File: src/rtl/itc_pkg.sv
package itc_pkg;

  localparam int unsigned StatusDelayDepthDef = 4;

  localparam int unsigned InDataW  = 72;
  localparam int unsigned InUserW  = 5;
  localparam int unsigned OutDataW = 64;

  localparam logic [31:0] CmpbMask     = 32'h00ff_ffff;
  localparam logic [31:0] CauseForced  = 32'h0000_00c0;
  localparam logic [31:0] CmpaKeepMask = 32'h0000_ffef;
  localparam logic [31:0] CmpbKeepMask = 32'h0000_ffdf;
  localparam logic [31:0] CauseCmpa    = 32'h0000_0010;
  localparam logic [31:0] CauseCmpb    = 32'h0000_0020;

  typedef enum logic [1:0] {
    FuncTick   = 2'd0,
    FuncRead   = 2'd1,
    FuncWrite  = 2'd2,
    FuncRetire = 2'd3
  } func_e;

  typedef enum logic [2:0] {
    RegVector   = 3'd0,
    RegCause    = 3'd1,
    RegMask     = 3'd2,
    RegStatus   = 3'd3,
    RegEpc      = 3'd4,
    RegCounter  = 3'd5,
    RegCompare  = 3'd6,
    RegCompare2 = 3'd7
  } reg_sel_e;

  typedef struct packed {
    logic [31:0] handler_pc;
    logic        irq_taken;
    logic [31:0] read_data;
  } result_t;

endpackage

File: src/rtl/itc_out_buf.sv
module itc_out_buf (
  input  logic              clk_i,
  input  logic              rst_ni,
  input  logic              push_i,
  input  itc_pkg::result_t  push_data_i,
  output logic              ready_o,
  output logic              valid_o,
  input  logic              pop_ready_i,
  output itc_pkg::result_t  pop_data_o
);
  import itc_pkg::*;

  // Two-entry queue: slot 0 is the head shown on the output.
  result_t     slot0_q, slot0_d;
  result_t     slot1_q, slot1_d;
  logic [1:0]  count_q, count_d;
  logic        pop;

  assign ready_o    = (count_q != 2'd2);
  assign valid_o    = (count_q != 2'd0);
  assign pop        = valid_o && pop_ready_i;
  assign pop_data_o = slot0_q;

  always_comb begin
    count_d = count_q + {1'b0, push_i} - {1'b0, pop};
    slot0_d = slot0_q;
    slot1_d = slot1_q;
    if (pop) begin
      slot0_d = (count_q == 2'd2) ? slot1_q : push_data_i;
    end else if (count_q == 2'd0) begin
      slot0_d = push_data_i;
    end
    if (push_i && count_q == 2'd1 && !pop) begin
      slot1_d = push_data_i;
    end
  end

  always_ff @(posedge clk_i or negedge rst_ni) begin
    if (!rst_ni) begin
      count_q <= 2'd0;
    end else begin
      count_q <= count_d;
    end
  end

  always_ff @(posedge clk_i) begin
    slot0_q <= slot0_d;
    slot1_q <= slot1_d;
  end

endmodule

File: src/rtl/irq_timer_controller.sv
// Interrupt and timer controller. Every input item (tick, register read, register write or
// instruction retire) is handled in the cycle it is accepted, and one result item per input
// item is registered into the output queue. An item can be accepted every cycle; a two-entry
// output queue lets the block take one more item while a result waits, so the input stalls
// only when two results are held back by the output side. On a tick the counter advances, the
// cause bits are refreshed and, unless stalled, interrupt entry is checked; entry saves the
// next pc, clears the status with its delay line and reports the vector address.
module irq_timer_controller #(
  parameter int unsigned STATUS_DELAY_DEPTH = itc_pkg::StatusDelayDepthDef
) (
  input  logic                         clk_i,
  input  logic                         rst_ni,
  input  logic                         s_axis_tvalid_i,
  output logic                         s_axis_tready_o,
  // write_value [31:0], noc_irq [32], stall_req [33], next_pc [65:34], zero [71:66]
  input  logic [itc_pkg::InDataW-1:0]  s_axis_tdata_i,
  // func [1:0], reg_select [4:2]
  input  logic [itc_pkg::InUserW-1:0]  s_axis_tuser_i,
  output logic                         m_axis_tvalid_o,
  input  logic                         m_axis_tready_i,
  // read_data [31:0], handler_pc [63:32]
  output logic [itc_pkg::OutDataW-1:0] m_axis_tdata_o,
  // irq_taken [0]
  output logic                         m_axis_tuser_o
);
  import itc_pkg::*;

  localparam int unsigned Tail = STATUS_DELAY_DEPTH - 1;

  logic [31:0] count_q,  count_d;
  logic [31:0] cmpa_q,   cmpa_d;
  logic [31:0] cmpb_q,   cmpb_d;
  logic [31:0] cause_q,  cause_d;
  logic [31:0] mask_q,   mask_d;
  logic [31:0] status_q, status_d;
  logic [31:0] epc_q,    epc_d;
  logic [31:0] vector_q, vector_d;
  logic [31:0] line_q [STATUS_DELAY_DEPTH];
  logic [31:0] line_d [STATUS_DELAY_DEPTH];

  func_e       func;
  reg_sel_e    sel;
  logic [31:0] wval;
  logic        irq_line;
  logic        stall;
  logic [31:0] npc;
  logic        accept;
  logic [31:0] count_inc;
  logic [31:0] tick_cause;
  logic        taken;
  result_t     res;
  result_t     out_res;

  assign func     = func_e'(s_axis_tuser_i[1:0]);
  assign sel      = reg_sel_e'(s_axis_tuser_i[4:2]);
  assign wval     = s_axis_tdata_i[31:0];
  assign irq_line = s_axis_tdata_i[32];
  assign stall    = s_axis_tdata_i[33];
  assign npc      = s_axis_tdata_i[65:34];
  assign accept   = s_axis_tvalid_i && s_axis_tready_o;

  assign count_inc = count_q + 32'd1;

  always_comb begin
    tick_cause = cause_q;
    if ((cmpb_q & CmpbMask) == (count_inc & CmpbMask)) begin
      tick_cause = tick_cause | CauseCmpb;
    end
    if (cmpa_q == count_inc) begin
      tick_cause = tick_cause | CauseCmpa;
    end
    tick_cause[3] = ~count_inc[16];
    tick_cause[2] = count_inc[16];
    tick_cause[1] = ~count_inc[18];
    tick_cause[0] = count_inc[18];
    tick_cause[8] = irq_line;
  end

  // Entry is checked against the freshly updated cause bits.
  assign taken = (func == FuncTick) && !stall && (status_q != 32'd0) &&
                 ((tick_cause & mask_q) != 32'd0);

  always_comb begin
    count_d  = count_q;
    cmpa_d   = cmpa_q;
    cmpb_d   = cmpb_q;
    cause_d  = cause_q;
    mask_d   = mask_q;
    status_d = status_q;
    epc_d    = epc_q;
    vector_d = vector_q;
    line_d   = line_q;
    res      = '0;
    unique case (func)
      FuncTick: begin
        count_d = count_inc;
        cause_d = tick_cause;
        if (taken) begin
          epc_d    = npc;
          status_d = '0;
          for (int k = 0; k < STATUS_DELAY_DEPTH; k++) begin
            line_d[k] = '0;
          end
          res.irq_taken  = 1'b1;
          res.handler_pc = vector_q;
        end
      end
      FuncRead: begin
        unique case (sel)
          RegVector:   res.read_data = vector_q;
          RegCause:    res.read_data = cause_q | CauseForced;
          RegMask:     res.read_data = mask_q;
          RegStatus:   res.read_data = status_q;
          RegEpc:      res.read_data = epc_q;
          RegCounter:  res.read_data = count_q;
          RegCompare:  res.read_data = cmpa_q;
          RegCompare2: res.read_data = cmpb_q;
          default:     res.read_data = '0;
        endcase
      end
      FuncWrite: begin
        unique case (sel)
          RegVector: vector_d = wval;
          RegCause:  cause_d  = wval;
          RegMask:   mask_d   = wval;
          RegStatus: begin
            // Zero clears everything; any other value only enters at the tail.
            if (wval == 32'd0) begin
              status_d = '0;
              for (int k = 0; k < STATUS_DELAY_DEPTH; k++) begin
                line_d[k] = '0;
              end
            end else begin
              line_d[Tail] = wval;
            end
          end
          RegEpc:     epc_d   = wval;
          RegCounter: count_d = wval;
          RegCompare: begin
            cmpa_d  = wval;
            cause_d = cause_q & CmpaKeepMask;
          end
          RegCompare2: begin
            cmpb_d  = wval;
            cause_d = cause_q & CmpbKeepMask;
          end
          default: ;
        endcase
      end
      FuncRetire: begin
        status_d = line_q[0];
        for (int k = 0; k < STATUS_DELAY_DEPTH - 1; k++) begin
          line_d[k] = line_q[k+1];
        end
      end
      default: ;
    endcase
  end

  always_ff @(posedge clk_i or negedge rst_ni) begin
    if (!rst_ni) begin
      count_q  <= '0;
      cmpa_q   <= '0;
      cmpb_q   <= '0;
      cause_q  <= '0;
      mask_q   <= '0;
      status_q <= '0;
      epc_q    <= '0;
      vector_q <= '0;
      for (int k = 0; k < STATUS_DELAY_DEPTH; k++) begin
        line_q[k] <= '0;
      end
    end else if (accept) begin
      count_q  <= count_d;
      cmpa_q   <= cmpa_d;
      cmpb_q   <= cmpb_d;
      cause_q  <= cause_d;
      mask_q   <= mask_d;
      status_q <= status_d;
      epc_q    <= epc_d;
      vector_q <= vector_d;
      line_q   <= line_d;
    end
  end

  itc_out_buf u_out_buf (
    .clk_i       (clk_i),
    .rst_ni      (rst_ni),
    .push_i      (accept),
    .push_data_i (res),
    .ready_o     (s_axis_tready_o),
    .valid_o     (m_axis_tvalid_o),
    .pop_ready_i (m_axis_tready_i),
    .pop_data_o  (out_res)
  );

  assign m_axis_tdata_o = {out_res.handler_pc, out_res.read_data};
  assign m_axis_tuser_o = out_res.irq_taken;

  a_tick_count: assert property (@(posedge clk_i) disable iff (!rst_ni)
    accept && func == FuncTick |=> count_q == $past(count_q) + 32'd1)
    else $error("counter did not advance on a tick");

  a_entry_clears: assert property (@(posedge clk_i) disable iff (!rst_ni)
    accept && taken |=> status_q == 32'd0 && line_q[0] == 32'd0 && epc_q == $past(npc))
    else $error("interrupt entry did not clear status or save pc");

  a_retire_shift: assert property (@(posedge clk_i) disable iff (!rst_ni)
    accept && func == FuncRetire |=> status_q == $past(line_q[0]))
    else $error("retire did not load status from the delay line");

  a_no_entry_disabled: assert property (@(posedge clk_i) disable iff (!rst_ni)
    status_q == 32'd0 |-> !taken)
    else $error("interrupt entry while status is clear");

endmodule

File: config.mk
export PLATFORM = sky130hd
export DESIGN_NAME = irq_timer_controller
export DESIGN_NICKNAME = d
export VERILOG_FILES = /design/src/rtl/itc_pkg.sv /design/src/rtl/itc_out_buf.sv /design/src/rtl/irq_timer_controller.sv
export SDC_FILE = /design/constraint.sdc
export NUM_CORES = 1
export LEC_CHECK = 0
export BUFFER_PORTS_ARGS = -buffer_cell sky130_fd_sc_hd__buf_2
export CORE_AREA = 2 2 205 207
export DETAILED_ROUTE_END_ITERATION = 16
export DIE_AREA = 0 0 207 209
export GPL_ROUTABILITY_DRIVEN = 0
export PLACE_DENSITY = 0.84
export RECOVER_POWER = 50
export SLEW_MARGIN = 15
export SYNTH_ARGS = -nofsm -noshare
export SYNTH_HDL_FRONTEND = slang
export SYNTH_SLANG_ARGS = --single-unit
export TNS_END_PERCENT = 50
File: constraint.sdc
create_clock -name clk_i -period 24.3 [get_ports clk_i]
set_clock_uncertainty 0.1 [all_clocks]
set_input_delay 2.43 -clock clk_i [delete_from_list [all_inputs] [get_ports clk_i]]
set_output_delay 2.43 -clock clk_i [all_outputs]
set_load 0.05 [all_outputs]
After elaboration in Yosys (flattened, before gate mapping)
Index checks and enable logic that the tools add are counted.

$add $sub $neg: 3. Multipliers: 0. Div/mod/pow operators: 0. $lt $le $gt $ge: 0. Eq/ne operators: 26. Shift operators: 0. Mux-type cells: 26. Bitwise operators: 3. Reductions and logical operators: 31.

Operators by type and width (count): case mux 96 bit (3 select lines) (1); 2-to-1 mux 128 bit (2); 2-to-1 mux 32 bit (8); case mux 32 bit (2 select lines) (4); case mux 32 bit (8 select lines) (1); 2-to-1 mux 65 bit (3); case mux 32 bit (3 select lines) (2); 2-to-1 mux 96 bit (1); 2-to-1 mux 33 bit (2); nonzero test 32 bit (2); adder 32 x 1 -> 32 bit, second input constant (1); bitwise AND 32 bit (1); equality test 32 bit (1); logical NOT 32 bit (1); equality test 24 bit (1); AND reduction 3 bit (6); AND reduction 4 bit (4); equality test 3 bit, second input constant (4); != test 2 bit, second input constant (5); AND reduction 5 bit (2); != test 2 x 1 -> 1 bit, second input constant (4); logical AND 1 bit (7); equality test 2 bit, second input constant (3); equality test 3 x 2 -> 1 bit, second input constant (2); other kinds (14) (21).

Register bits after elaboration: 516. Latch bits: 0. Memory bits (writable): 0. Bits in read-only memories: 0. Input bits: 81. Memories kept: 0.

Depth between registers and ports, before layout
Gate-level depths: netlist of the first run.

Depth in word-level cells: 11. Mapped depth: 14. Mapped depth without buffers: 10.

By module
A second synthesis of the first run with hierarchy kept.

Cell total of the unflattened synthesis: 2206. Area total of the unflattened synthesis: 25087.8 um2.

Modules (own cells, without submodules): irq_timer_controller (instances 1, cells an instance 1990, area each 20050.5 um2); itc_out_buf (instances 1, cells an instance 216, area each 5037.3 um2).

Least setup slack after synthesis of the first run
OpenSTA, ideal clock, no wires.

Path type: input port to flip-flop. Start point: input port m_axis_tready_i. End point: register u_out_buf.slot1_q[0] in the netlist's numbering, enable pin. Setup time: 0.674 ns. Data arrival time: 9.244 ns. Slack: 14.282 ns. Stages: 1. Path through: nor4b_1.

Word-level cells in the longest chain between the ends: 3.

Ends and longest elaborated chain: from (decl) (line irq_timer_controller.sv:20) `input logic m_axis_tready_i,`; logical AND 1 bit (line itc_out_buf.sv:21) `assign pop = valid_o && pop_ready_i;`; logical NOT 1 bit (line itc_out_buf.sv:33) `if (push_i && count_q == 2'd1 && !pop) begin`; logical AND 1 bit (line itc_out_buf.sv:33); to (signal assigned) (line itc_out_buf.sv:48) `slot1_q <= slot1_d;`; to (decl) (line itc_out_buf.sv:15) `result_t slot1_q, slot1_d;`.

No other way between the ends. A chain may end at the register's enable or synchronous reset.

==> results.json, run 1 <==
{
  "grt_pass1_wl_mm": 125,
  "synth_top_area_frac": 0.364,
  "start_util": 0.642,
  "critical_path.slowest_cell": "clkbuf_1",
  "ctsResizeCount": 0,
  "cts_buffers": 50,
  "overflow": 0,
  "ys_types": 82,
  "path_delay_family": "buffers and inverters",
  "coreArea_sq_mm": 0.0413,
  "hold_violations": 0,
  "p_leak_nw": 12.0,
  "slew-limit-headroom": -3.77,
  "cts_htree_levels": 2,
  "critPathKind": "input pin to async pin",
  "fp.dieH_um": 209,
  "crit_path_frequent_cell": "clkbuf_1",
  "dieWidth_um": 207,
  "path_cells": "clkbuf_1, clkbuf_1",
  "fin_cells": 3073,
  "hpwl_mm": 50.5,
  "cp_num_buf_inv": 2,
  "drt_pass1_iterations": 8,
  "synth_nets": 2575,
  "track_usage": 0.368,
  "crit_path_end_kind": "async pin",
  "setup-violations-final": 0,
  "fmax_mhz": 92.4,
  "port_buffers": 141,
  "max-vdd-ir-drop_uv": 65.4,
  "drive_above_1_share": 0.154,
  "antennaDiodeCount": 0,
  "cts_setup_buffers": 0,
  "clkTransAtPathRegs_ns": 0.06,
  "synth_area_sq_mm": 0.0265,
  "synth_edf_count": 130,
  "vias": 22200,
  "p_per_area_mw_per_mm2": 115,
  "wirelength_mm": 80.9,
  "placedCellCount": 2979,
  "period_needed_ns": 10.82,
  "timing.hold.ws_ns": 0.386,
  "multi_input_area_sq_mm": 0.0120,
  "min-delay-path-class": "register to register",
  "num_rows": 75,
  "setup-tns-final_ns": 0,
  "timing.final.crit_share": 0.445,
  "total_power_w": 0.00332,
  "synth-seq-cells": 516,
  "dr.first_iter.drc_count": 4094,
  "io_pins": 148,
  "cts_root_buf": "clkbuf_16",
  "worst_ep_arrival_time_ns": 10.51,
  "drc": 0,
  "syn_area_per_cell_sq_um": 10.6,
  "cts_tree": "built",
  "regArea_sq_mm": 0.0136,
  "grt_max_degree": 183,
  "layout_setup_ws_ns": 13.48,
  "rsz0062_at_grt": "no",
  "drv_slew": 340,
  "startpoint_type": "input pin",
  "ys_warn_count": 0,
  "violations": "max-capacitance violations, max-slew violations",
  "antenna_found_initial": 2,
  "post_drt_wl_per_cell_um": 26.3,
  "viasPerCell": 7.23,
  "grt_pass1_vias": 21400,
  "slowest_delay_ns": 4.89,
  "netlist_top_cells_area": "dfrtp_1, edfxtp_1, mux2_2",
  "final_cell_mix": "dfrtp_1, nand2_1, o21ai_0",
  "clock_latency_ns": 0.58,
  "yosysSeqAreaShare": 0.512,
  "place_ws_ns": 17.95,
  "postRouteAntennaNets": 0,
  "die_area_sq_mm": 0.0433,
  "cts.sinks": 516,
  "cts_hold_buf": 0,
  "synthCells": 2491,
  "path_max_fanout": 133,
  "status": "complete, but fails checks",
  "yosys.area.top_type": "dfrtp_1",
  "maxCapViolCount": 4,
  "async_flop_share": 0.748,
  "num-fill-cells": 2810,
  "synthFlopType": "dfrtp_1",
  "syn2layout_area_growth_pct": 8.59,
  "nNetsFinal": 2577,
  "final_common_cell": "dfrtp_1",
  "worst_pin_slew_ns": 7.16,
  "cp.required_ns": 23.99,
  "clk_path_buf_depth": 3
}
-- flip-flops by register name (all words and copies together), names as in the netlist --
name	flops
u_out_buf.pop_data_o	65
u_out_buf.slot1_q	65
mask_q	32
cmpb_q	32
status_q	32
count_q	32
epc_q	32
line_q	128
vector_q	32
cmpa_q	32
cause_q	32
u_out_buf.count_q	2
-- kinds of logic (layout without fill, tap and decap cells) --
family,Yosys count,in the layout,synth area share
AO/OA/AOI/OAI,692,692,0.168
AND/OR/NAND/NOR,735,735,0.151
XOR/XNOR,58,58,0.0207
multiplexers,242,242,0.108
adder cells (fa/ha/maj),3,3,0.00142
flip-flops,516,516,0.512
buffers and inverters,245,288,0.0394
-- cell usage after synthesis, types with 15 or more instances --
| cell | n |
|---|---|
| dfrtp_1 | 386 |
| nand2_1 | 269 |
| o21ai_0 | 251 |
| clkbuf_1 | 165 |
| mux2_2 | 157 |
| a22oi_1 | 148 |
| nand3b_1 | 132 |
| edfxtp_1 | 130 |
| a21oi_1 | 107 |
| and2_1 | 73 |
| nor2_1 | 68 |
| mux2i_1 | 45 |
| nand3_1 | 36 |
| xnor2_1 | 36 |
| a22o_1 | 32 |
| nor4_1 | 30 |
| nor3_1 | 24 |
| inv_1 | 23 |
| mux2_1 | 23 |
| nand4_1 | 22 |
| o22ai_1 | 20 |
| a31o_1 | 19 |
| xor2_1 | 19 |
| a32o_1 | 18 |
| buf_2 | 17 |
| mux4_2 | 17 |
| buf_1 | 16 |
| a211o_1 | 15 |
| and3_1 | 15 |
-- report_power, final --
part	leakage (nW)	internal, W	switching (W)
combinational	5.24	0.000386	0.000618
clock	0.780	0.000439	0.000335
sequential	5.99	0.00120	0.000339
-- worst paths after layout --
path | startpoint | to | slack [ns] | cells after the start
hold / removal | epc_q[4]$_DFFE_PN0P_ | epc_q[4]$_DFFE_PN0P_ | 0.39 | 1
hold reg to reg | epc_q[4]$_DFFE_PN0P_ | epc_q[4]$_DFFE_PN0P_ | 0.39 | 1
min in group asynchronous | rst_ni | line_q[93]$_DFFE_PN0P_ | 4.45 | 1
setup / recovery | rst_ni | cause_q[29]$_DFFE_PN0P_ | 13.48 | 2
setup reg to reg | count_q[12]$_DFFE_PN0P_ | epc_q[26]$_DFFE_PN0P_ | 18.66 | 10
max in group clk_i | s_axis_tuser_i[4] | cause_q[29]$_DFFE_PN0P_ | 18.36 | 6
-- metal layers --
layer / track usage / share of wire / vias to the layer above
met5: 0 / 0.00016 / -
met4: 0.191 / 0.065 / 2
met3: 0.107 / 0.14 / 469
met2: 0.550 / 0.44 / 1729
met1: 0.492 / 0.35 / 10800
li1: - / - / 9243
-- cell type report --
cell class	count	area share
Inverter	23	0.00300
Sequential cell	516	0.471
Clock buffer	73	0.0496
Multi-Input combinational cell	1730	0.416
Clock inverter	20	0.00604
Tap cell	539	0.0234
Timing Repair Buffer	172	0.0304
-- metrics by stage --
| step | utilization | instance area, sq um |
|---|---|---|
| after floorplan | - | 26500 |
| final | 0.697 | 28800 |
| after global routing | 0.697 | 28800 |
| after detailed placement | 0.660 | 27300 |
| after global placement | 0.660 | 27300 |
| after CTS | 0.699 | 28900 |
(Power assumes the default switching activity.)
==> run 2: changes to the inputs <==
--- a/config.mk
+++ b/config.mk
@@ -5,12 +5,13 @@
 export SDC_FILE = /design/constraint.sdc
 export NUM_CORES = 1
 export LEC_CHECK = 0
+export ABC_AREA = 1
 export BUFFER_PORTS_ARGS = -buffer_cell sky130_fd_sc_hd__buf_2
-export CORE_AREA = 2 2 205 207
+export CORE_AREA = 2 2 217 219
 export DETAILED_ROUTE_END_ITERATION = 16
-export DIE_AREA = 0 0 207 209
+export DIE_AREA = 0 0 219 221
 export GPL_ROUTABILITY_DRIVEN = 0
-export PLACE_DENSITY = 0.84
+export PLACE_DENSITY = 0.75
 export RECOVER_POWER = 50
 export SLEW_MARGIN = 15
 export SYNTH_ARGS = -nofsm -noshare
==> constraint.sdc (replaced) <==
create_clock -name clk_i -period 8.96 [get_ports clk_i]
set_clock_uncertainty 0.1 [all_clocks]
set_input_delay 0.896 -clock clk_i [delete_from_list [all_inputs] [get_ports clk_i]]
set_output_delay 0.896 -clock clk_i [all_outputs]
set_load 0.05 [all_outputs]
==> results.json, run 2 <==
{
  "status": "complete, but fails checks",
  "violations": "max-capacitance violations, max-slew violations",
  "min-delay-path-class": "input pin to async pin",
  "cts.sinks": 516,
  "startpoint_type": "register",
  "regMostFlops": "line_q",
  "io_pins": 148,
  "synth_edf_count": 130,
  "setup-violations-final": 0,
  "synth_top_area_frac": 0.385,
  "yosysSeqAreaShare": 0.540,
  "grt_pass1_vias": 19900,
  "track_usage": 0.290,
  "hold_violations": 0,
  "cp.required_ns": 9.34,
  "cts_setup_buffers": 0,
  "multi_input_area_sq_mm": 0.00981,
  "dieWidth_um": 219,
  "p_leak_nw": 12.6,
  "final_common_cell": "nand2_1",
  "grt_max_degree": 161,
  "critPathKind": "register to register",
  "worst_pin_slew_ns": 4.18,
  "largest_reg_flops": 128,
  "rsz0062_at_grt": "no",
  "timing.final.crit_share": 0.631,
  "cts_buffers": 51,
  "dr.first_iter.drc_count": 2898,
  "p_per_area_mw_per_mm2": 281,
  "crit_path_end_kind": "register",
  "netlist_top_cells_area": "dfrtp_1, nand2_1, edfxtp_1",
  "yosys.area.top_type": "dfrtp_1",
  "worst_ep_arrival_time_ns": 6.03,
  "wirelength_mm": 69.6,
  "clk_path_buf_depth": 3,
  "cts_root_buf": "clkbuf_16",
  "drv_slew": 440,
  "vias": 21300,
  "cts_htree_levels": 2,
  "synth_area_sq_mm": 0.0251,
  "post_drt_wl_per_cell_um": 18.8,
  "ctsResizeCount": 0,
  "ys_warn_count": 0,
  "coreArea_sq_mm": 0.0461,
  "clkTransAtPathRegs_ns": 0.06,
  "fmax_mhz": 177,
  "ys_types": 43,
  "grt_pass1_wl_mm": 110,
  "regArea_sq_mm": 0.0136,
  "maxCapViolCount": 8,
  "yosysMostFrequentCell": "nand2_1",
  "num-fill-cells": 3985,
  "drc": 0,
  "total_power_w": 0.00776,
  "synth-seq-cells": 516,
  "synth_nets": 3067,
  "nNetsFinal": 3139,
  "max-vdd-ir-drop_uv": 227,
  "drt_pass1_iterations": 7,
  "die_area_sq_mm": 0.0484,
  "hpwl_mm": 48.6,
  "path_max_fanout": 66,
  "viasPerCell": 5.76,
  "port_buffers": 141,
  "async_flop_share": 0.748,
  "num_rows": 79,
  "period_needed_ns": 5.65,
  "drive_above_1_share": 0.109,
  "slew-limit-headroom": -1.78,
  "r2r_slack_ns": 3.31,
  "clock_latency_ns": 0.60,
  "syn_area_per_cell_sq_um": 8.41,
  "syn2layout_area_growth_pct": 10.1,
  "synth_common_cells": "nand2_1, dfrtp_1, inv_1",
  "synthFlopType": "dfrtp_1",
  "cts_tree": "built",
  "overflow": 0,
  "setup-tns-final_ns": 0,
  "postRouteAntennaNets": 0,
  "synthCells": 2983,
  "cts_hold_buf": 0,
  "final_cell_mix": "nand2_1, dfrtp_1, inv_1",
  "fp.dieH_um": 221,
  "antenna_found_initial": 2,
  "start_util": 0.545
}
## run 2: cell count changes after synthesis, moves of 45 or more
cell / previous run / this run
a21oi_1: 107 / 24
mux2_2: 157 / 0
mux2i_1: 45 / 0
nand3b_1: 132 / 13
inv_1: 23 / 248
clkbuf_1: 165 / 106
a22oi_1: 148 / 16
and2_1: 73 / 1
nand3_1: 36 / 91
nand4_1: 22 / 85
nand2_1: 269 / 1100
o21ai_2: 1 / 120
nor2_1: 68 / 188
## run 2: critical path, stage by stage, from the launching register on
cell,delay (ns)
dfrtp_1,0.48
ha_1,0.30
nand2_2,0.13
nor2_4,0.19
nand2_2,0.17
nor2_1,0.36
nand2_1,0.10
nand2_1,0.08
nand2_1,0.07
nand2_1,0.06
nand2_1,0.04
nor2_1,0.10
nand2_1,0.08
nor2_1,0.22
nand3_1,0.22
nand2_1,0.13
nand2_1,0.06
nand2_1,0.08
nand2_2,0.41
nand2_2,0.31
buf_4,0.62
nand3_2,0.83
nand2_1,0.28
nand2_1,0.07
## run 2: area by class of cell
class	instances	area share
Antenna cell	1	0.0000905
Clock buffer	73	0.0544
Clock inverter	21	0.00607
Inverter	260	0.0354
Multi-Input combinational cell	2052	0.355
Sequential cell	516	0.491
Tap cell	607	0.0275
Timing Repair Buffer	174	0.0311
## run 2: kinds of logic after synthesis
| kind of cell | share of synthesized area |
|---|---|
| DFF | 0.540 |
| AOI/OAI and AO/OA | 0.137 |
| adders and majority gates | 0.00150 |
| buffers and inverters | 0.0715 |
| and+or+nand+nor | 0.245 |
| xor gates and xnor gates | 0.00508 |
## run 2: metal layers
| metal | vias to the layer above | wire length, um | global-route usage |
|---|---|---|---|
| met2 | 1160 | 29900 | 0.423 |
| met5 | - | 13 | 0 |
| met4 | 2 | 3320 | 0.132 |
| li1 | 9973 | - | - |
| met3 | 202 | 7270 | 0.0587 |
| met1 | 9997 | 29100 | 0.419 |
## run 2: path summary, 6_finish.rpt
check | startpoint | end | depth (start not counted)
worst max-delay path | count_q[0]$_DFFE_PN0P_ | epc_q[26]$_DFFE_PN0P_ | 23
max in group asynchronous | rst_ni | line_q[100]$_DFFE_PN0P_ | 3
worst max register to register | count_q[0]$_DFFE_PN0P_ | epc_q[26]$_DFFE_PN0P_ | 23
worst min register to register | line_q[0]$_DFFE_PN0P_ | line_q[0]$_DFFE_PN0P_ | 2
worst min-delay path | rst_ni | line_q[56]$_DFFE_PN0P_ | 1
min in group clk_i | line_q[0]$_DFFE_PN0P_ | line_q[0]$_DFFE_PN0P_ | 2
## run 2: power by group
group | internal [W] | total (W) | switching, W
Sequential | 0.00301 | 0.00342 | 0.000412
Combinational | 0.000595 | 0.00219 | 0.00160
Clock | 0.00122 | 0.00214 | 0.000918
Total | 0.00483 | 0.00776 | 0.00293
## run 2: metrics by stage
| step | instances | setup slack, ns | instance area [sq um] | hold slack [ns] | util |
|---|---|---|---|---|---|
| floorplan | 2983 | 0.934 | 25100 | 0.337 | - |
| global placement | 3608 | 3.60 | 26100 | 0.348 | 0.566 |
| detailed placement | 3608 | 3.46 | 26100 | 0.354 | 0.566 |
| CTS | 3702 | 3.50 | 27800 | 0.329 | 0.603 |
| global route | 3703 | 2.86 | 27600 | 0.390 | 0.600 |
| finish | 3704 | 3.31 | 27600 | 0.303 | 0.600 |
